$ cat config.mk
export PLATFORM = sky130hd
export DESIGN_NAME = udp_game_signature_classifier_flat
export DESIGN_NICKNAME = d
export VERILOG_FILES = /design/src/rtl/ugsc_pkg.sv /design/src/rtl/ugsc_if.sv /design/src/rtl/udp_game_signature_classifier.sv /design/src/flat_wrapper.sv
export SDC_FILE = /design/constraint.sdc
export NUM_CORES = 1
export LEC_CHECK = 0
export ABC_AREA = 1
export BUFFER_PORTS_ARGS = -buffer_cell sky130_fd_sc_hd__buf_4
export CELL_PAD_IN_SITES_DETAIL_PLACEMENT = 0
export CELL_PAD_IN_SITES_GLOBAL_PLACEMENT = 1
export CORE_MARGIN = 2
export CORE_UTILIZATION = 54
export CTS_CLUSTER_SIZE = 40
export DETAILED_ROUTE_END_ITERATION = 8
export GPL_ROUTABILITY_DRIVEN = 1
export HOLD_SLACK_MARGIN = 0.12
export PLACE_DENSITY = 0.82
export SLEW_MARGIN = 40
export SYNTH_ARGS = -nofsm -noshare
export SYNTH_HDL_FRONTEND = slang
export SYNTH_SLANG_ARGS = --single-unit
$ cat constraint.sdc
create_clock -name clk -period 15.8 [get_ports clk]
set_input_delay 0 -clock clk [delete_from_list [all_inputs] [get_ports clk]]
set_output_delay 0 -clock clk [all_outputs]
set_load 0.005 [all_outputs]
$ cat src/rtl/ugsc_pkg.sv
// ----------------------------------------------------------------------------
// ugsc_pkg: shared types and constants of the UDP game signature classifier
// Holds the payload types of both channels, the signature words and the
// codes of the rule that matched.
// ----------------------------------------------------------------------------
package ugsc_pkg;

  typedef logic [7:0]  byte_t;
  typedef logic [1:0]  rule_t;
  typedef logic [15:0] pos_t;
  typedef logic [16:0] len_t;

  // Signature words, all big-endian on the wire.
  localparam logic [31:0] MAGIC_LOGIN = 32'h000b_0000;
  localparam logic [15:0] LOGIN_TYPE  = 16'h0008;
  localparam logic [15:0] MAGIC_SYNC  = 16'h001c;
  localparam logic [31:0] SYNC_WORD_A = 32'h0000_0500;
  localparam logic [31:0] SYNC_WORD_B = 32'h0001_0000;
  localparam logic [15:0] MAGIC_NET   = 16'h0018;
  localparam logic [31:0] NET_WORD_B  = 32'h0000_0001;

  // Codes of the rule that matched.
  localparam rule_t RULE_NONE  = 2'd0;
  localparam rule_t RULE_LOGIN = 2'd1;
  localparam rule_t RULE_SYNC  = 2'd2;
  localparam rule_t RULE_NET   = 2'd3;

  // Number of header bytes kept per packet.
  localparam int HDR_BYTES = 16;

endpackage

$ cat src/rtl/ugsc_if.sv
// ----------------------------------------------------------------------------
// ugsc_if: valid/ready channels of the UDP game signature classifier
// One interface for the payload byte stream and one for the verdicts.
// ----------------------------------------------------------------------------
interface ugsc_in_if;
  logic            valid;
  logic            ready;
  ugsc_pkg::byte_t payload_byte;
  logic            last_byte;

  modport source (output valid, output payload_byte, output last_byte, input ready);
  modport sink   (input valid, input payload_byte, input last_byte, output ready);
endinterface

interface ugsc_out_if;
  logic            valid;
  logic            ready;
  logic            verdict;
  ugsc_pkg::rule_t matched_rule;

  modport source (output valid, output verdict, output matched_rule, input ready);
  modport sink   (input valid, input verdict, input matched_rule, output ready);
endinterface

$ cat src/rtl/udp_game_signature_classifier.sv
// ----------------------------------------------------------------------------
// udp_game_signature_classifier: per-packet signature check on UDP payloads
// Counts payload bytes, captures the fields the signature rules need and
// gives one verdict item at the end of every packet.
// ----------------------------------------------------------------------------
//
//   Channel  Direction  Per item                          Items
//   in_ch    sink       payload_byte, last_byte           one per payload byte
//   out_ch   source     verdict, matched_rule             one per packet
//
// Every accepted byte updates the capture registers in the cycle it is taken,
// so the block takes one byte per clock cycle. The final byte of a packet
// also loads a pending slot with the packet length; as the slot moves on,
// the rule checks run on the capture registers and the verdict lands in the
// output register. The pending slot holds while the output register is
// stalled, and new bytes are then held off so the captures stay intact.
// Reset (rst_n low, synchronous) clears the byte counter, the overflow flag
// and all valid flags; the captured header bytes need no reset.

module udp_game_signature_classifier (
  input  logic            clk,
  input  logic            rst_n,
  ugsc_in_if.sink         in_ch,
  ugsc_out_if.source      out_ch
);

  // Capture state of the packet in flight.
  ugsc_pkg::pos_t  byte_pos_r, byte_pos_nxt;
  logic            too_long_r, too_long_nxt;
  ugsc_pkg::byte_t hdr_r [ugsc_pkg::HDR_BYTES];
  logic [31:0]     far_word_r;
  ugsc_pkg::len_t  far_off_r;
  logic [15:0]     tail_r;

  // Pending classification and output register.
  logic            pend_r;
  ugsc_pkg::len_t  pend_len_r;
  logic            pend_excl_r;
  logic            out_valid_r;
  logic            out_verdict_r;
  ugsc_pkg::rule_t out_rule_r;

  logic            advance;
  logic            accept;
  logic            is_hdr;
  logic            at_pos15;
  ugsc_pkg::len_t  far_off_new;
  ugsc_pkg::len_t  far_off_eff;
  logic [17:0]     far_off_end;
  logic            far_hit;
  ugsc_pkg::rule_t rule_nxt;

  // The pending slot moves on whenever the output register is free or drains.
  assign advance      = !out_valid_r || out_ch.ready;
  assign in_ch.ready  = !pend_r || advance;
  assign accept       = in_ch.valid && in_ch.ready;

  assign out_ch.valid        = out_valid_r;
  assign out_ch.verdict      = out_verdict_r;
  assign out_ch.matched_rule = out_rule_r;

  // Far word offset is set at offset 15 from the value in bytes 14..15, and
  // the compare at that very byte already sees the new offset.
  assign is_hdr      = (byte_pos_r < 16'(ugsc_pkg::HDR_BYTES));
  assign at_pos15    = (byte_pos_r == 16'd15);
  assign far_off_new = 17'd16 + {1'b0, hdr_r[14], in_ch.payload_byte};
  assign far_off_eff = at_pos15 ? far_off_new : far_off_r;
  assign far_off_end = {1'b0, far_off_eff} + 18'd3;
  assign far_hit     = ({1'b0, byte_pos_r} >= far_off_eff) &&
                       ({2'b00, byte_pos_r} <= far_off_end);

  // Byte counter and overflow flag. The counter saturates at its top value,
  // which marks the packet as oversized; both return to zero after the end.
  always_comb begin
    byte_pos_nxt = byte_pos_r;
    too_long_nxt = too_long_r;
    if (accept) begin
      if (in_ch.last_byte) begin
        byte_pos_nxt = '0;
        too_long_nxt = 1'b0;
      end else if (byte_pos_r == 16'hffff) begin
        too_long_nxt = 1'b1;
      end else begin
        byte_pos_nxt = byte_pos_r + 16'd1;
      end
    end
  end

  always_ff @(posedge clk) begin
    if (!rst_n) begin
      byte_pos_r <= '0;
      too_long_r <= 1'b0;
      far_off_r  <= '0;
      tail_r     <= '0;
    end else begin
      byte_pos_r <= byte_pos_nxt;
      too_long_r <= too_long_nxt;
      if (accept) begin
        tail_r <= {tail_r[7:0], in_ch.payload_byte};
        if (!too_long_r && at_pos15) begin
          far_off_r <= far_off_new;
        end
      end
    end
  end

  // Captured payload fields; stale values from an earlier packet are never
  // read because every rule only looks at offsets below the packet length.
  always_ff @(posedge clk) begin
    if (accept && !too_long_r) begin
      if (is_hdr) begin
        hdr_r[byte_pos_r[3:0]] <= in_ch.payload_byte;
      end
      if (far_hit) begin
        far_word_r <= {far_word_r[23:0], in_ch.payload_byte};
      end
    end
  end

  // The final byte loads the pending slot. An oversized packet, or one whose
  // counter sits at its top value, is excluded outright.
  always_ff @(posedge clk) begin
    if (!rst_n) begin
      pend_r <= 1'b0;
    end else if (accept && in_ch.last_byte) begin
      pend_r <= 1'b1;
    end else if (advance) begin
      pend_r <= 1'b0;
    end
  end

  always_ff @(posedge clk) begin
    if (accept && in_ch.last_byte) begin
      pend_len_r  <= {1'b0, byte_pos_r} + 17'd1;
      pend_excl_r <= too_long_r || (byte_pos_r == 16'hffff);
    end
  end

  // Rule checks on the captured fields.
  function automatic logic [15:0] be16(input ugsc_pkg::byte_t hi, input ugsc_pkg::byte_t lo);
    return {hi, lo};
  endfunction

  always_comb begin
    logic [15:0] dlen;
    logic [17:0] dlen2;
    logic [17:0] far_end;
    logic [17:0] len18;
    logic        tail_zero;
    logic        login_hit;
    logic        sync_hit;
    logic        net_hit;
    logic        done;

    dlen      = be16(hdr_r[4], hdr_r[5]);
    dlen2     = {1'b0, dlen, 1'b0} + 18'd8;
    far_end   = {2'b00, be16(hdr_r[14], hdr_r[15])} + 18'd20;
    len18     = {1'b0, pend_len_r};
    tail_zero = (tail_r == 16'h0000);
    login_hit = ({be16(hdr_r[0], hdr_r[1]), be16(hdr_r[2], hdr_r[3])} ==
                 ugsc_pkg::MAGIC_LOGIN);
    sync_hit  = (pend_len_r == 17'd16) &&
                (be16(hdr_r[0], hdr_r[1]) == ugsc_pkg::MAGIC_SYNC) &&
                (be16(hdr_r[2], hdr_r[3]) != 16'h0000);
    net_hit   = (pend_len_r > 17'd50) &&
                (be16(hdr_r[0], hdr_r[1]) == ugsc_pkg::MAGIC_NET) &&
                (be16(hdr_r[2], hdr_r[3]) != 16'h0000);
    rule_nxt  = ugsc_pkg::RULE_NONE;
    done      = 1'b0;

    if (pend_excl_r || pend_len_r <= 17'd10) begin
      done = 1'b1;
    end

    // Login request: data length must fit the packet exactly.
    if (!done && login_hit) begin
      if (dlen == 16'h0000 || dlen2 != len18) begin
        done = 1'b1;
      end else if (be16(hdr_r[6], hdr_r[7]) == ugsc_pkg::LOGIN_TYPE && tail_zero) begin
        rule_nxt = ugsc_pkg::RULE_LOGIN;
        done     = 1'b1;
      end
    end

    // Sync message: fixed 16-byte layout.
    if (!done && sync_hit) begin
      if (dlen != 16'd4) begin
        done = 1'b1;
      end else if ({be16(hdr_r[6], hdr_r[7]), be16(hdr_r[8], hdr_r[9])} ==
                     ugsc_pkg::SYNC_WORD_A &&
                   {be16(hdr_r[10], hdr_r[11]), be16(hdr_r[12], hdr_r[13])} ==
                     ugsc_pkg::SYNC_WORD_B &&
                   tail_zero) begin
        rule_nxt = ugsc_pkg::RULE_SYNC;
        done     = 1'b1;
      end
    end

    // Net sync: the far word must lie wholly inside the packet.
    if (!done && net_hit) begin
      if (dlen == 16'h0000 || dlen2 > len18) begin
        done = 1'b1;
      end else if (be16(hdr_r[8], hdr_r[9]) == be16(hdr_r[12], hdr_r[13]) &&
                   far_end < len18 &&
                   (far_word_r == ugsc_pkg::SYNC_WORD_B ||
                    far_word_r == ugsc_pkg::NET_WORD_B) &&
                   tail_zero) begin
        rule_nxt = ugsc_pkg::RULE_NET;
      end
    end
  end

  // Output register.
  always_ff @(posedge clk) begin
    if (!rst_n) begin
      out_valid_r <= 1'b0;
    end else if (advance) begin
      out_valid_r <= pend_r;
    end
  end

  always_ff @(posedge clk) begin
    if (advance && pend_r) begin
      out_verdict_r <= (rule_nxt != ugsc_pkg::RULE_NONE);
      out_rule_r    <= rule_nxt;
    end
  end

endmodule
$ cat src/flat_wrapper.sv
// flat-port wrapper written by rule: the top's interface ports become plain ports
module udp_game_signature_classifier_flat 
  (clk, rst_n, in_ch_valid, in_ch_payload_byte, in_ch_last_byte, in_ch_ready, out_ch_valid, out_ch_verdict, out_ch_matched_rule, out_ch_ready);
  ugsc_in_if in_ch_i ();
  ugsc_out_if out_ch_i ();
  input  logic clk;
  input  logic rst_n;
  input wire logic [$bits(in_ch_i.valid)-1:0] in_ch_valid;
  input wire logic [$bits(in_ch_i.payload_byte)-1:0] in_ch_payload_byte;
  input wire logic [$bits(in_ch_i.last_byte)-1:0] in_ch_last_byte;
  output wire logic [$bits(in_ch_i.ready)-1:0] in_ch_ready;
  output wire logic [$bits(out_ch_i.valid)-1:0] out_ch_valid;
  output wire logic [$bits(out_ch_i.verdict)-1:0] out_ch_verdict;
  output wire logic [$bits(out_ch_i.matched_rule)-1:0] out_ch_matched_rule;
  input wire logic [$bits(out_ch_i.ready)-1:0] out_ch_ready;
  assign in_ch_i.valid = in_ch_valid;
  assign in_ch_i.payload_byte = in_ch_payload_byte;
  assign in_ch_i.last_byte = in_ch_last_byte;
  assign in_ch_ready = in_ch_i.ready;
  assign out_ch_valid = out_ch_i.valid;
  assign out_ch_verdict = out_ch_i.verdict;
  assign out_ch_matched_rule = out_ch_i.matched_rule;
  assign out_ch_i.ready = out_ch_ready;
  udp_game_signature_classifier u_core (.clk(clk), .rst_n(rst_n), .in_ch(in_ch_i), .out_ch(out_ch_i));
endmodule
Word level (Yosys, flattened, before mapping):

Memories as Yosys holds them, arrays and structs flattened.
Cells that the tools add are included.

* register bits: 105
* RAM bits: 128
* output and inout port bits: 5
* word-level logic and storage cells: 108
* memories: 1

Memory list
* u_core.hdr_r: words 16, bits a word 8, read ports 16, clocked after Yosys merged registers in 0, wr ports 1, RTL line udp_game_signature_classifier.sv:30 `ugsc_pkg::byte_t hdr_r [ugsc_pkg::HDR_BYTES];`

* add/sub/neg operators: 6
* $lt $le $gt $ge: 7
* eq/ne operators: 15
* mux-type cells: 26
* reduce and logical (&&, ||, !) cells: 42

Operator list (count)
* equality test 32 x 17 -> 1 bit (second input constant): 2
* equality test 16 x 4 -> 1 bit (second input constant): 2
* equality test 16 x 5 -> 1 bit (second input constant): 2
* equality test 32 x 1 -> 1 bit (second input constant): 1
* equality test 32 x 11 -> 1 bit (second input constant): 1
* equality test 32 x 20 -> 1 bit (second input constant): 1
* zero test 16 bit: 2
* 2-to-1 mux 16 bit: 2
* logical AND 1 bit: 19
* adder 17 x 2 -> 18 bit (second input constant): 1
* adder 17 x 4 -> 18 bit (second input constant): 1
* > comparator 18 x 17 -> 1 bit: 1
* <= comparator 16 x 18 -> 1 bit: 1
* less-than comparator 18 x 17 -> 1 bit: 1
* != test 18 x 17 -> 1 bit: 1
* adder 16 x 1 -> 17 bit (second input constant): 1
* adder 16 x 5 -> 17 bit (second input constant): 1
* adder 5 x 16 -> 17 bit (first input constant): 1
* equality test 17 x 5 -> 1 bit (second input constant): 1
* greater-or-equal comparator 16 x 17 -> 1 bit: 1
* > comparator 17 x 6 -> 1 bit (second input constant): 1
* <= comparator 17 x 4 -> 1 bit (second input constant): 1
* 2-to-1 mux 17 bit: 1
* adder 16 x 1 -> 16 bit (second input constant): 1
* 12 further kinds: 49

Longest topological paths before layout:

* depth in word-level cells: 13
* mapped depth: 26
* depth with buffers taken out: 26

Least setup slack after synthesis:

OpenSTA, ideal clock, no wires.

* path type: register to register
* start: reg u_core.byte_pos_r[1]
* end: reg u_core.far_word_r[0] (enable)
* setup time: 432 ps
* data arrival time: 4566 ps
* data required time: 15368 ps
* setup slack: 10802 ps
* stages on the path, launching flop included: 22
* clock period less this slack: 4998 ps
* cell sequence: dfxtp_1 > ha_1 > nand3_2 > nor2_4 > nand2_4 > buf_6 > buf_6 > o21ai_1 > nand2_2 > nor2_8 > nand2_4 > o21ai_0 > and2_1 > inv_1 > ha_1 > nand2_1 > nor4_1 > and3_1 > a21oi_1 > nand2_1 > nand2_1 > a21oi_1

* word-level cells in the longest chain between the ends: 6
* elaborated cells on any way between the ends: 7

RTL lines
* start: declaration: RTL line udp_game_signature_classifier.sv:28 `ugsc_pkg::pos_t byte_pos_r, byte_pos_nxt;`
* start signal: assignment: RTL line udp_game_signature_classifier.sv:96 `byte_pos_r <= byte_pos_nxt;`
* equality test 16 x 4 -> 1 bit: RTL line udp_game_signature_classifier.sv:65 `assign at_pos15 = (byte_pos_r == 16'd15);`
* 2-to-1 mux 17 bit: RTL line udp_game_signature_classifier.sv:67 `assign far_off_eff = at_pos15 ? far_off_new : far_off_r;`
* adder 17 x 2 -> 18 bit: RTL line udp_game_signature_classifier.sv:68 `assign far_off_end = {1'b0, far_off_eff} + 18'd3;`
* <= comparator 16 x 18 -> 1 bit: RTL line udp_game_signature_classifier.sv:70 `({2'b00, byte_pos_r} <= far_off_end);`
* logical AND 1 bit *: RTL line udp_game_signature_classifier.sv:69 `assign far_hit = ({1'b0, byte_pos_r} >= far_off_eff) &&`
* AND reduction 2 bit (no line) *
* end signal: assignment: RTL line udp_game_signature_classifier.sv:115 `far_word_r <= {far_word_r[23:0], in_ch.payload_byte};`
* end: declaration: RTL line udp_game_signature_classifier.sv:31 `logic [31:0] far_word_r;`

Mark *: on every way between the ends. The rest lies on a longest branch, timed or not.
A chain may end at the register's enable or synchronous reset.

Worst setup path in the final report:

* start: reg u_core.byte_pos_r[1]
* end: reg u_core.far_word_r[14] (enable)

Same word-level chain as after synthesis.

==> results.json <==
{
  "critical_path_arrival_ps": 4580,
  "synth_edf_count": 181,
  "drt.antenna.violating_nets": 0,
  "hold_ws_ps": 164,
  "fin_skew_ps": 7.45,
  "reg2reg_slack_ps": 11430,
  "fin_crit_ps": 4370,
  "endpoint_kind": "flip-flop",
  "antenna_found_initial": 0,
  "antenna_cells": 0,
  "routed_wl_um": 26600,
  "vias_per_cell": 5.47,
  "cts.repair.resized": 0,
  "mostFrequentLayoutCells": "edfxtp_1 (181), nand2_1 (173), nor2_1 (146)",
  "register_area_um2": 6480,
  "max_stage_delay_ps": 460,
  "rsz0062_at_grt": "no",
  "path_depth": 28,
  "syn_to_final_growth_pct": 11.8,
  "synthesis.nets": 1233,
  "io_pins": 18,
  "dp_hpwl_um": 18800,
  "tightest_slew_ps": 801,
  "final-setup-viol-count": 0,
  "hold_viol_final": 0,
  "rr_worst_depth": 28,
  "route.detailed.drc": 0,
  "fin_nets": 1275,
  "cts_buffer_depth": 3,
  "max-vdd-ir-drop_mv": 0.0965,
  "clk_pin_slew_ps": 60,
  "worstSetupPathType": "flip-flop to flip-flop",
  "gp_congestion": 0.880,
  "layout_commonest_cell": "edfxtp_1",
  "cp_slowest_cell": "dfxtp_1",
  "post-cts-setup-buffers": 0,
  "ys_async_sr_fraction_pct": 0,
  "rows": 53,
  "wl_per_cell_um": 18.0,
  "crit_buf_inv": 3,
  "p_per_area_nw_per_um2": 102,
  "start_util_pct": 55.0,
  "crit_end": "u_core.far_word_r[14]",
  "dr_total_vias": 8096,
  "cts_tree": "done",
  "drt_iter0_drc": 619,
  "grt_pass1_wl_um": 41500,
  "syn_area_um2": 11500,
  "cap_viol_max_count": 0,
  "crit_fanout": 27,
  "hold_class": "primary input to flip-flop",
  "fillerInstances": 1827,
  "final_cells": 1480,
  "reg2reg_to": "u_core.far_word_r[14]",
  "grt_pass1_vias": 7570,
  "syn_inst": 1148,
  "multi_input_area_um2": 4450,
  "crit_path_frequent_cell": "nand2_1",
  "finalCritPeriodShare_pct": 27.6,
  "startpoint_type": "flip-flop",
  "ys_ff_latch": 233,
  "utilization_pct": 61.5,
  "grt_max_degree": 31,
  "required_ps": 16020,
  "seq_area_frac_synth_pct": 56.2,
  "overflow": 0,
  "clock.fmax_mhz": 229,
  "dp_cells": 1428,
  "cts-root-buf": "clkbuf_16",
  "maxSlewViolCount": 0,
  "outcome": "finished clean",
  "port_buffers": 17,
  "r2r-start": "u_core.byte_pos_r[1]",
  "die_h_um": 150,
  "cts_buffers": 24,
  "clk_latency_ps": 510,
  "die_x_um": 150,
  "clock_sinks": 233,
  "core_area_um2": 21000,
  "synth_area_per_cell_um2": 10.0,
  "finalSetupTns_ps": 0,
  "yosysUniqueCellTypes": 50,
  "relSlewSlack_pct": 46.4,
  "cellLeakagePower_nw": 5.13,
  "htreeDepth": 1,
  "crit_start": "u_core.byte_pos_r[1]",
  "yosys_warnings": 0,
  "path_delay_family": "simple AND/OR/NAND/NOR gates",
  "synthFlopType": "edfxtp_1",
  "drive_above_1_share_pct": 6.56,
  "grt.total_usage_pct": 24.3,
  "fp.dieArea_um2": 22500,
  "dr.pass1.iters": 5
}
## what timing repair did
| item | 4_1_cts | 5_1_grt |
|---|---|---|
| setup endpoints to repair | 0 | 0 |
| hold buffers | 11 | 0 |
| endpoints found under the hold margin | 186 | 0 |
## cell type report
| cell class | count | share of cell area [%] |
|---|---|---|
| clock buffer | 29 | 4.97 |
| multi-input combinational | 761 | 34.6 |
| tap | 275 | 2.67 |
| clock inverter | 12 | 1.29 |
| inverter | 138 | 4.02 |
| sequential | 233 | 50.3 |
| timing repair buffer | 32 | 2.20 |
## how the worst min path moves through the flow
stage	end	slack (ps)	cells after the start	startpoint
after floorplan	u_core.far_word_r[0]	100	0	in_ch_payload_byte[0]
after global placement	u_core.out_ch.valid	280	4	out_ch_ready
after detailed placement	u_core.out_ch.valid	290	4	out_ch_ready
after CTS	u_core.tail_r[2]	150	4	in_ch_valid
after global routing	u_core.tail_r[9]	220	4	in_ch_valid
final	u_core.tail_r[0]	160	4	in_ch_valid
## logic make-up after synthesis
kind of cell / after synthesis / share of synthesized area, %
fa+ha+maj: 72 / 7.82
flops: 233 / 56.2
xor+xnor: 57 / 4.33
simple gates: 486 / 19.1
buf+inv: 154 / 5.24
compound gates: 146 / 7.28
## registers in the layout, summed over array words and instances (netlist names)
register / cells
u_core.hdr_r: 128
u_core.far_word_r: 32
u_core.far_off_r: 17
u_core.pend_len_r: 17
u_core.byte_pos_r: 16
u_core.tail_r: 16
u_core.out_ch.matched_rule: 2
u_core.out_ch.valid: 1
u_core.out_ch.verdict: 1
u_core.pend_excl_r: 1
u_core.pend_r: 1
u_core.too_long_r: 1
## cell usage after synthesis, types with 2 or more instances
| master | n | area, um^2 |
|---|---|---|
| nor2_1 | 147 | 552 |
| buf_6 | 2 | 22.5 |
| a211oi_1 | 5 | 37.5 |
| nor3_1 | 25 | 125 |
| nand4_1 | 25 | 156 |
| or2_2 | 2 | 12.5 |
| nor4_1 | 27 | 169 |
| nand3b_1 | 3 | 22.5 |
| a21oi_2 | 2 | 17.5 |
| nand2_1 | 173 | 649 |
| xor2_1 | 41 | 359 |
| xnor2_1 | 16 | 140 |
| o211ai_1 | 3 | 22.5 |
| dfxtp_1 | 52 | 1040 |
| nor2_4 | 4 | 45.0 |
| o21ai_2 | 4 | 35.0 |
| o21ai_0 | 44 | 220 |
| clkbuf_1 | 9 | 33.8 |
| clkinv_1 | 2 | 7.51 |
| buf_4 | 2 | 15.0 |
| o22ai_1 | 2 | 12.5 |
| a21oi_1 | 60 | 300 |
| nand2_4 | 3 | 33.8 |
| a22o_1 | 2 | 17.5 |
| inv_1 | 136 | 510 |
| nor3_2 | 2 | 20.0 |
| a21o_1 | 4 | 30.0 |
| o21ai_1 | 4 | 20.0 |
| buf_2 | 2 | 10.0 |
| ha_1 | 72 | 901 |
| edfxtp_1 | 181 | 5440 |
| a31oi_1 | 3 | 18.8 |
| nand3_1 | 63 | 315 |
| a221oi_1 | 3 | 26.3 |
| o21a_1 | 4 | 30.0 |
| nand2_2 | 3 | 18.8 |
| o21bai_1 | 3 | 22.5 |
## report_power, final
| group | switching (W) | internal, W |
|---|---|---|
| clock network | 0.000226 | 0.000353 |
| logic | 0.0000361 | 0.0000142 |
| registers | 0.00000570 | 0.000673 |
## metrics by stage
stage / area (um^2) / setup WS [ps] / total power [W]
floorplan: 11500 / 10800 / 0.000715
global placement: 11900 / 11150 / 0.000738
detailed placement: 12000 / 11460 / 0.000740
CTS: 12900 / 11450 / 0.00132
global route: 12900 / 10990 / 0.00135
finish: 12900 / 11430 / 0.00131
## per-layer routing
metal  track usage, %  routed length [um]
met1             37.0               12700
met2             37.7               11800
met3             3.05                1720
met4             5.28                 432
met5                0                   0
## worst reg2reg max path, delay by kind of cell, from the launching register on
family / cells / cell delay, ps
DFF: 1 / 460
buffers and inverters: 3 / 470
AOI/OAI and AO/OA: 3 / 350
and+or+nand+nor: 20 / 2180
adders and majority gates: 2 / 620
No activity file was read; power rests on OpenSTA's default activity.
